$ cat config.mk
export PLATFORM = sky130hd
export DESIGN_NAME = source_comment_stripper_core
export DESIGN_NICKNAME = d
export VERILOG_FILES = /design/src/rtl/scs_pkg.sv /design/src/rtl/scs_decode.sv /design/src/rtl/scs_pair_fifo.sv /design/src/rtl/source_comment_stripper_core.sv
export SDC_FILE = /design/constraint.sdc
export NUM_CORES = 1
export LEC_CHECK = 0
export BUFFER_PORTS_ARGS = -buffer_cell sky130_fd_sc_hd__buf_2
export CORE_MARGIN = 1.5
export CORE_UTILIZATION = 53
export DETAILED_ROUTE_END_ITERATION = 8
export PLACE_DENSITY = 0.75
export SETUP_SLACK_MARGIN = 0.3
export SLEW_MARGIN = 25
export SYNTH_ARGS = -nofsm -noshare
export SYNTH_HDL_FRONTEND = slang
export SYNTH_HIERARCHICAL = 1
export SYNTH_SLANG_ARGS = --single-unit
$ cat constraint.sdc
create_clock -name clk -period 3.1 [get_ports clk]
set_input_delay 0.155 -clock clk [delete_from_list [all_inputs] [get_ports clk]]
set_output_delay 0.155 -clock clk [all_outputs]
set_load 0.005 [all_outputs]
$ cat src/rtl/scs_pkg.sv
// Shared types and character constants for the source comment stripper.
package scs_pkg;

  typedef enum logic [2:0] {
    MODE_NORMAL = 3'd0,
    MODE_SLASH  = 3'd1,
    MODE_LINE   = 3'd2,
    MODE_BLOCK  = 3'd3,
    MODE_STAR   = 3'd4
  } mode_t;

  localparam logic [7:0] CH_NUL   = 8'h00;
  localparam logic [7:0] CH_SLASH = 8'h2f;
  localparam logic [7:0] CH_STAR  = 8'h2a;
  localparam logic [7:0] CH_HASH  = 8'h23;
  localparam logic [7:0] CH_SPACE = 8'h20;
  localparam logic [7:0] CH_LF    = 8'h0a;
  localparam logic [7:0] CH_TAB   = 8'h09;
  localparam logic [7:0] CH_CR    = 8'h0d;

  typedef struct packed {
    logic [7:0] out_char;
    logic       is_end;
    logic       unterminated_comment;
  } res_t;

  typedef struct packed {
    logic two;
    res_t r0;
    res_t r1;
  } pair_t;

  typedef struct packed {
    logic  push;
    pair_t pair;
    mode_t mode_next;
    logic  pws_next;
  } dec_t;

endpackage

$ cat src/rtl/scs_decode.sv
// Per-byte decode: next scan state and up to two results for one character.
module scs_decode import scs_pkg::*; (
  input  logic [7:0] ch,
  input  mode_t      mode,
  input  logic       prev_was_space,
  output dec_t       dec
);

  typedef struct packed {
    logic  emit;
    res_t  res;
    mode_t mode;
    logic  pws;
  } nb_t;

  function automatic nb_t normal_byte(input logic [7:0] c, input logic pws);
    nb_t r;
    r.emit = 1'b0;
    r.res  = '{out_char: c, is_end: 1'b0, unterminated_comment: 1'b0};
    r.mode = MODE_NORMAL;
    r.pws  = 1'b0;
    priority if (c == CH_NUL) begin
      r.emit = 1'b1;
      r.res.is_end = 1'b1;
    end else if (c == CH_SLASH) begin
      r.mode = MODE_SLASH;
    end else if (c == CH_HASH) begin
      r.mode = MODE_LINE;
    end else if (c == CH_SPACE) begin
      r.emit = !pws;
      r.pws  = 1'b1;
    end else if (c == CH_LF || c == CH_TAB || c == CH_CR) begin
      r.emit = 1'b0;
    end else begin
      r.emit = 1'b1;
    end
    return r;
  endfunction

  nb_t nb;
  res_t slash_res;
  res_t end_res;

  assign nb        = normal_byte(ch, prev_was_space);
  assign slash_res = '{out_char: CH_SLASH, is_end: 1'b0, unterminated_comment: 1'b0};
  assign end_res   = '{out_char: CH_NUL, is_end: 1'b1, unterminated_comment: 1'b0};

  always_comb begin
    dec.push      = 1'b0;
    dec.pair.two  = 1'b0;
    dec.pair.r0   = nb.res;
    dec.pair.r1   = nb.res;
    dec.mode_next = mode;
    dec.pws_next  = prev_was_space;
    unique case (mode)
      MODE_SLASH: begin
        priority if (ch == CH_SLASH) begin
          dec.mode_next = MODE_LINE;
        end else if (ch == CH_STAR) begin
          dec.mode_next = MODE_BLOCK;
        end else begin
          dec.push      = 1'b1;
          dec.pair.r0   = slash_res;
          dec.pair.two  = nb.emit;
          dec.mode_next = nb.mode;
          dec.pws_next  = nb.pws;
        end
      end
      MODE_LINE: begin
        dec.pws_next = 1'b0;
        priority if (ch == CH_NUL) begin
          dec.push      = 1'b1;
          dec.pair.r0   = end_res;
          dec.mode_next = MODE_NORMAL;
        end else if (ch == CH_LF) begin
          dec.mode_next = MODE_NORMAL;
        end else begin
          dec.mode_next = MODE_LINE;
        end
      end
      MODE_BLOCK, MODE_STAR: begin
        dec.pws_next = 1'b0;
        priority if (ch == CH_NUL) begin
          dec.push      = 1'b1;
          dec.pair.r0   = end_res;
          dec.pair.r0.unterminated_comment = 1'b1;
          dec.mode_next = MODE_NORMAL;
        end else if (ch == CH_STAR) begin
          dec.mode_next = MODE_STAR;
        end else if (ch == CH_SLASH && mode == MODE_STAR) begin
          dec.mode_next = MODE_NORMAL;
        end else begin
          dec.mode_next = MODE_BLOCK;
        end
      end
      default: begin
        dec.push      = nb.emit;
        dec.mode_next = nb.mode;
        dec.pws_next  = nb.pws;
      end
    endcase
  end

endmodule

$ cat src/rtl/scs_pair_fifo.sv
// Two-entry queue of one or two results per entry, drained one per cycle while ready.
module scs_pair_fifo import scs_pkg::*; (
  input  logic       clk,
  input  logic       rst,
  input  logic       push,
  input  pair_t      pair,
  output logic       full,
  output logic       m_axis_tvalid,
  input  logic       m_axis_tready,
  output logic [7:0] m_axis_tdata,   // [7:0] out_char
  output logic [1:0] m_axis_tuser,   // [0] is_end, [1] unterminated_comment
  output logic       m_axis_tlast    // last_of_run
);

  pair_t       mem [2];
  logic [1:0]  cnt;
  logic        head;
  logic        tail;
  logic        sub;
  logic [1:0]  cnt_next;
  logic        pop_item;
  logic        pair_last;
  logic        pair_pop;
  res_t        cur;

  assign m_axis_tvalid = (cnt != 2'd0);
  assign pop_item      = m_axis_tvalid && m_axis_tready;
  assign pair_last     = sub || !mem[head].two;
  assign pair_pop      = pop_item && pair_last;
  assign full          = cnt[1];
  assign cur           = sub ? mem[head].r1 : mem[head].r0;
  assign m_axis_tdata  = cur.out_char;
  assign m_axis_tuser  = {cur.unterminated_comment, cur.is_end};
  assign m_axis_tlast  = pair_last;

  always_comb begin
    cnt_next = cnt;
    unique case ({push, pair_pop})
      2'b10:   cnt_next = cnt + 2'd1;
      2'b01:   cnt_next = cnt - 2'd1;
      default: cnt_next = cnt;
    endcase
  end

  always_ff @(posedge clk) begin
    if (rst) begin
      cnt  <= 2'd0;
      head <= 1'b0;
      tail <= 1'b0;
      sub  <= 1'b0;
    end else begin
      cnt <= cnt_next;
      if (push) begin
        tail <= ~tail;
      end
      if (pair_pop) begin
        head <= ~head;
      end
      if (pop_item) begin
        sub <= !pair_last;
      end
    end
  end

  always_ff @(posedge clk) begin
    if (push) begin
      mem[tail] <= pair;
    end
  end

  a_no_overflow: assert property (@(posedge clk) disable iff (rst)
    push |-> !full || pair_pop)
    else $error("push into full result queue");

  a_cnt_range: assert property (@(posedge clk) disable iff (rst)
    cnt != 2'd3)
    else $error("result queue count out of range");

  a_sub_two: assert property (@(posedge clk) disable iff (rst)
    sub |-> m_axis_tvalid && mem[head].two)
    else $error("second result selected on single-result entry");

endmodule

$ cat src/rtl/source_comment_stripper_core.sv
// Streaming stripper of C line and block comments and '#' lines: one source
// byte in, up to two kept bytes out. An accepted byte is held in the input
// register, decoded, and its results written to the result queue. One byte
// per cycle while the queue has room; a held '/' leaves with the next byte.
// Synchronous active-high reset returns the scanner to normal text and
// empties the input register and the two-entry result queue.
module source_comment_stripper_core import scs_pkg::*; (
  input  logic       clk,
  input  logic       rst,
  input  logic       s_axis_tvalid,
  output logic       s_axis_tready,
  input  logic [7:0] s_axis_tdata,   // [7:0] ch
  output logic       m_axis_tvalid,
  input  logic       m_axis_tready,
  output logic [7:0] m_axis_tdata,   // [7:0] out_char
  output logic [1:0] m_axis_tuser,   // [0] is_end, [1] unterminated_comment
  output logic       m_axis_tlast    // last_of_run
);

  logic       in_valid;
  logic [7:0] in_ch;
  mode_t      mode;
  logic       prev_was_space;
  dec_t       dec;
  logic       full;
  logic       consume;
  logic       s_accept;

  scs_decode u_decode (
    .ch             (in_ch),
    .mode           (mode),
    .prev_was_space (prev_was_space),
    .dec            (dec)
  );

  assign consume       = in_valid && (!dec.push || !full);
  assign s_axis_tready = !in_valid || consume;
  assign s_accept      = s_axis_tvalid && s_axis_tready;

  always_ff @(posedge clk) begin
    if (rst) begin
      in_valid       <= 1'b0;
      mode           <= MODE_NORMAL;
      prev_was_space <= 1'b0;
    end else begin
      if (s_accept) begin
        in_valid <= 1'b1;
      end else if (consume) begin
        in_valid <= 1'b0;
      end
      if (consume) begin
        mode           <= dec.mode_next;
        prev_was_space <= dec.pws_next;
      end
    end
  end

  always_ff @(posedge clk) begin
    if (s_accept) begin
      in_ch <= s_axis_tdata;
    end
  end

  scs_pair_fifo u_fifo (
    .clk           (clk),
    .rst           (rst),
    .push          (consume && dec.push),
    .pair          (dec.pair),
    .full          (full),
    .m_axis_tvalid (m_axis_tvalid),
    .m_axis_tready (m_axis_tready),
    .m_axis_tdata  (m_axis_tdata),
    .m_axis_tuser  (m_axis_tuser),
    .m_axis_tlast  (m_axis_tlast)
  );

  a_end_resets: assert property (@(posedge clk) disable iff (rst)
    consume && in_ch == CH_NUL |=> mode == MODE_NORMAL && !prev_was_space)
    else $error("scanner state not cleared after terminator");

  a_err_on_end: assert property (@(posedge clk) disable iff (rst)
    m_axis_tvalid && m_axis_tuser[1] |-> m_axis_tuser[0] && m_axis_tlast)
    else $error("unterminated flag on a non-end result");

  a_end_last: assert property (@(posedge clk) disable iff (rst)
    m_axis_tvalid && m_axis_tuser[0] |-> m_axis_tlast && m_axis_tdata == CH_NUL)
    else $error("end result not last of its request");

endmodule

Yosys cells after proc, flatten, opt, wreduce, memory -nomap -nowiden
Memories as Yosys holds them, arrays and structs flattened. A register that Yosys moved wholly into a read port is not among the register bits.
Cells that the tools add are included.

word-level totals
  memories = 1
  word-level logic and storage cells = 89
  output and inout bits = 13
  RAM bits = 40
  bits of input ports = 12
  flip-flop bits (word level) = 18

memories
  memory      words  width  rd ports  clocked after Yosys merged registers in  write ports  RTL line             text
  u_fifo.mem  2      20     1         1                                        1            scs_pair_fifo.sv:15  pair_t mem [2];

cells by class
  add/subtract/negate cells = 2
  bitwise operators = 2
  muxes and demuxes = 37
  equal/unequal tests = 15
  reduce and logical (&&, ||, !) cells = 24

operators with widths
  kind                                            count
  == test 8 x 6 -> 1 bit (second input constant)  4
  two-way mux 10 bit                              3
  case mux 10 bit (3 select lines)                1
  == test 8 x 4 -> 1 bit (second input constant)  3
  two-way mux 12 bit                              2
  two-way mux 1 bit                               18
  two-way mux 3 bit                               4
  case mux 4 bit (3 select lines)                 1
  two-way mux 2 bit                               5
  logical NOT 8 bit                               1
  == test 3 x 2 -> 1 bit (second input constant)  2
  logical AND 1 bit                               6
  logical NOT 1 bit                               6
  nonzero test 2 bit                              3
  logical OR 1 bit                                5
  two-way mux 4 bit                               1
  != test 2 bit (second input constant)           2
  case mux 2 bit (2 select lines)                 1
  == test 3 x 1 -> 1 bit (second input constant)  1
  == test 3 bit (second input constant)           1
  AND reduction 3 bit                             1
  OR reduction 3 bit                              1
  adder 2 x 1 -> 2 bit (second input constant)    1
  == test 2 x 1 -> 1 bit (second input constant)  1
  5 further kinds                                 6

Longest topological paths before layout
  word-level depth = 17
  depth in mapped cells = 12
  depth with buffers taken out = 11

Modules after synthesis
The synthesis kept the hierarchy.

modules (own cells, without submodules)
  module                        sequential area each (um^2)  area each (um^2)  instances  cells an instance
  scs_pair_fifo                 1,381.3                      1,784.2           1          85
  scs_decode                    0.0                          604.3             1          86
  source_comment_stripper_core  340.3                        476.7             1          32

Least setup slack after synthesis
OpenSTA, ideal clock, no wires.

  kind = flip-flop to flip-flop
  start = register in_ch[6]
  end = memory u_fifo/mem[0][0] (netlist bit), enable pin
  arrival time = 2.811 ns
  setup time = 0.399 ns
  period minus slack after synthesis = 3.209 ns
  buffers on the path = 0
  setup slack = -0.109 ns
  data required time = 2.701 ns
  stages on the path, launching flop included = 9
  path through = edfxtp_1 -> or3_2 -> nor2_1 -> nand2_1 -> o221ai_1 -> nand2_1 -> nor2_1 -> inv_1 -> nor2_1

RTL lines
  element                 RTL line                            text
  from (decl)             source_comment_stripper_core.sv:21  logic [7:0] in_ch;
  from (signal assigned)  source_comment_stripper_core.sv:60  in_ch <= s_axis_tdata;
  to (decl)               scs_pair_fifo.sv:15

==> summary.md <==
| Metric | Value |
|---|---|
| FFs w/ async S/R, synth | 0% |
| Worst path max stage delay | 0.55 ns |
| Outcome | finished, final reports clean |
| Diodes inserted | 0 |
| Hold slack | 0.01627 ns |
| Cell count after synthesis | between 200 and 250 |
| XOR/XNOR share of the synthesized area | ~2.1% |
| CP arrival | roughly 2.9 ns |
| Final setup vio count | 0 |
| Crit path top cell by count | a32o_1 |
| Placer Congestion | 0.8894 |
| DR iter-0 viols | between 150 and 200 |
| Startpoint types | flip-flop |
| Fin. Hold Viols | 0 |
| Initial antenna violation count | 0 |
| Slew Viols, Final | 0 |
| Reg2reg setup slack | ~0.44 ns |
| Largest family of logic cells by synthesized area | simple AND/OR/NAND/NOR gates |
| Period utilization | 85.82% |
| DR pass1 iterations | 6 |
| Commonest non-fill, non-tap cell in the layout | edfxtp_1 |
| Final nets | 253 |
| Multiplexer area fraction after synthesis | 10.96% |
| Synth Area in Adders | less than 1% |
| PortBufs | 24 |
| Vias in the first global route | 1702 |
| Flip-flop and latch count after synthesis | 61 |
| Max-slew headroom at the worst pin | about 64% |
| Post-synth EDFFs | 50 |
| Unrepaired setup endpoints after global routing | no |
| Die Wd | 76.53 µm |
| Die Y | about 77 µm |
| Ys flop type | edfxtp_1 |
| Dpl hpwl | around 3300 µm |
| Grt total ovfl | 0 |
| CTS tree | yes |
| Max cap viols | 0 |
| Avg WL per Cell | around 16 µm |
| Reg clk slew, reported paths | ~0.060 ns |
| Layout cells sized above 1 | between 30 and 40% |
| CTS buffer count | 9 |
| Pwr per Cell Area | between 600 and 700 nW/µm² |
| Synth Area in Simple Gates | 13.67% |
| All-Layer GR Usage | around a fifth |
| Die area | 5856 µm² |
| Slew at the pin closest to its max-slew limit | between 0.5 and 0.6 ns |
| Leak | between 1 and 1.5 nW |
| Critical Path Fanout Max | 9 |
| Most frequent cells in the layout | edfxtp_1, buf_2, buf_4 |
| Synthesized Nets | approximately 220 |
| Max rail drop VDD | between 0.4 and 0.5 mV |
| Worst setup EP type | flip-flop |
| Synth cell types | between 50 and 60 |
| Drt drc | 0 |
| Via count | around 1800 |
| Worst Path Required | 3.37 ns |
| Compound-Gate Fraction of Synth Area | around 7.9% |
| CP Class | flip-flop to flip-flop |
| Power Total | a little over 2 mW |
| Area growth from synthesis to layout | 18.34% |
| Slowest CP cell | edfxtp_1 |
| Core ar. | 5172 µm² |
| Drt total wl | just over 5000 µm |
| Max Root-Sink Buffers | 2 |
| Clock tree sinks | 61 |
| Setup TNS | 0 ns |
| Largest net degree at the start of global routing | 22 |
| DRT antenna net count | 0 |
| First-pass GRT wire length | around 8400 µm |
| Syn. warnings | 6 |
| Root Buffer | clkbuf_8 |
| CP cell instances | xnor2_1 > a32o_1 > a32o_1 > o221ai_2 > nand2_1 > nor2_2 > inv_1 > ha_1 > or3_1 > a21oi_1 |
| Clock Latency Late Sink | roughly 0.34 ns |
| H-tree Lvls | 3 |
| Seq/Total Area, Yosys | 60.09% |
| IO Pins | 25 |
| Worst Hold Class | input port to flip-flop |
| Fin Clk Skew | ~0.009 ns |
| Starting Density | between 50% and 60% |
| # rows | 26 |
| Post-DR vias/cell | roughly 5.6 |
| Synth Cell Area | around 2900 µm² |
| Tmin final | 2.660 ns |
| Fmax | approximately 380 MHz |
| Syn Area/Cell | approximately 14 µm² |
-- state kept, by name, summed over array words and instances (netlist names), named ones only --
register,flops
u_fifo/mem,42
in_ch,8
mode,3
u_fifo/cnt,2
in_valid,1
prev_was_space,1
u_fifo/head,1
u_fifo/sub,1
u_fifo/tail,1
-- repair_timing --
item                                   CTS  global route
setup endpoints to repair                1             4
hold buffers                             5             0
pin swaps                                0             1
endpoints found under the hold margin    5             0
buffers inserted                         3             2
resized for setup                        1             5
-- worst max-delay path, delay by kind of cell (launching register included) --
family          cells  cell delay [ns]
simple gates        3             0.58
compound gates      4             0.83
xor+xnor            1             0.19
fa+ha+maj           1             0.34
buf+inv             1             0.10
flops               1             0.55
-- stage by stage --
step	instance area, µm²	setup WS, ns	std cells	util (%)
final	3391	0.4397	315	65.55
after global routing	3391	0.3247	315	65.55
after CTS	3357	0.3426	313	64.90
after detailed placement	3032	0.2292	289	58.61
after global placement	3032	0.3326	289	58.61
after floorplan	2873	0.3041	203	-
-- cell type report --
type	count	area (µm²)
clock buffer	12	155.1
tap	70	87.58
inverter	5	18.77
clock inverter	4	95.09
sequential	61	1722
multi-input combinational	120	1037
timing repair buffer	43	275.3
fill	372	1782
-- final timing paths --
path,start,endpoint,cells past startpoint
min reg2reg,prev_was_space,prev_was_space,2
max,in_ch[3],u_fifo/cnt[1],10
min,s_axis_tdata[6],in_ch[6],1
max reg2reg,in_ch[3],u_fifo/cnt[1],10
-- synth_stat cells (2+ instances only) --
cell       n  share of area (%)
or4b_1     2               0.70
mux2_1     2               0.79
a21oi_1    5               0.87
edfxtp_1  50                 52
nor4_1     2               0.44
nand2_1    7               0.92
and3_1     2               0.44
dfxtp_1   11                7.7
mux2i_1    4                1.4
nor2b_1    6                1.3
mux4_2    10                7.9
buf_4     13                3.4
o22ai_1    2               0.44
a32o_1     2               0.70
or2_2      4               0.87
nand2b_1   8                1.7
o21ai_1    2               0.35
o21a_1     2               0.52
nand4_1    2               0.44
a311o_1    2               0.70
and2_1     2               0.44
xnor2_1    5                1.5
buf_2      2               0.35
o21ai_0    5               0.87
inv_1      4               0.52
xor2_1     2               0.61
nor2_1    13                1.7
nand3_1    5               0.87
-- logic make-up after synthesis --
| logic type | after synthesis |
|---|---|
| xor gates and xnor gates | 7 |
| buffers and inverters | 22 |
| and+or+nand+nor | 65 |
| other | 1 |
| AOI/OAI and AO/OA | 28 |
| DFF | 61 |
| adders and majority gates | 1 |
| muxes | 18 |
-- report_power, final --
group          internal [mW]  switching, mW  total (mW)  leakage, nW
Sequential             0.939         0.0338       0.972        0.551
Combinational          0.117          0.101       0.218        0.500
Clock                  0.577          0.294       0.871        0.127
Total                   1.63          0.429        2.06         1.18
-- per-layer routing --
layer  track usage, %  up-vias  routed length (µm)
met5                0        -                   0
met4            11.67        0                 124
met3            4.790        9                 342
met2            30.00       62                2445
met1            24.38      864                2247
li1                 -      843                   -
Note: power is estimated with default switching activity, not from simulation.
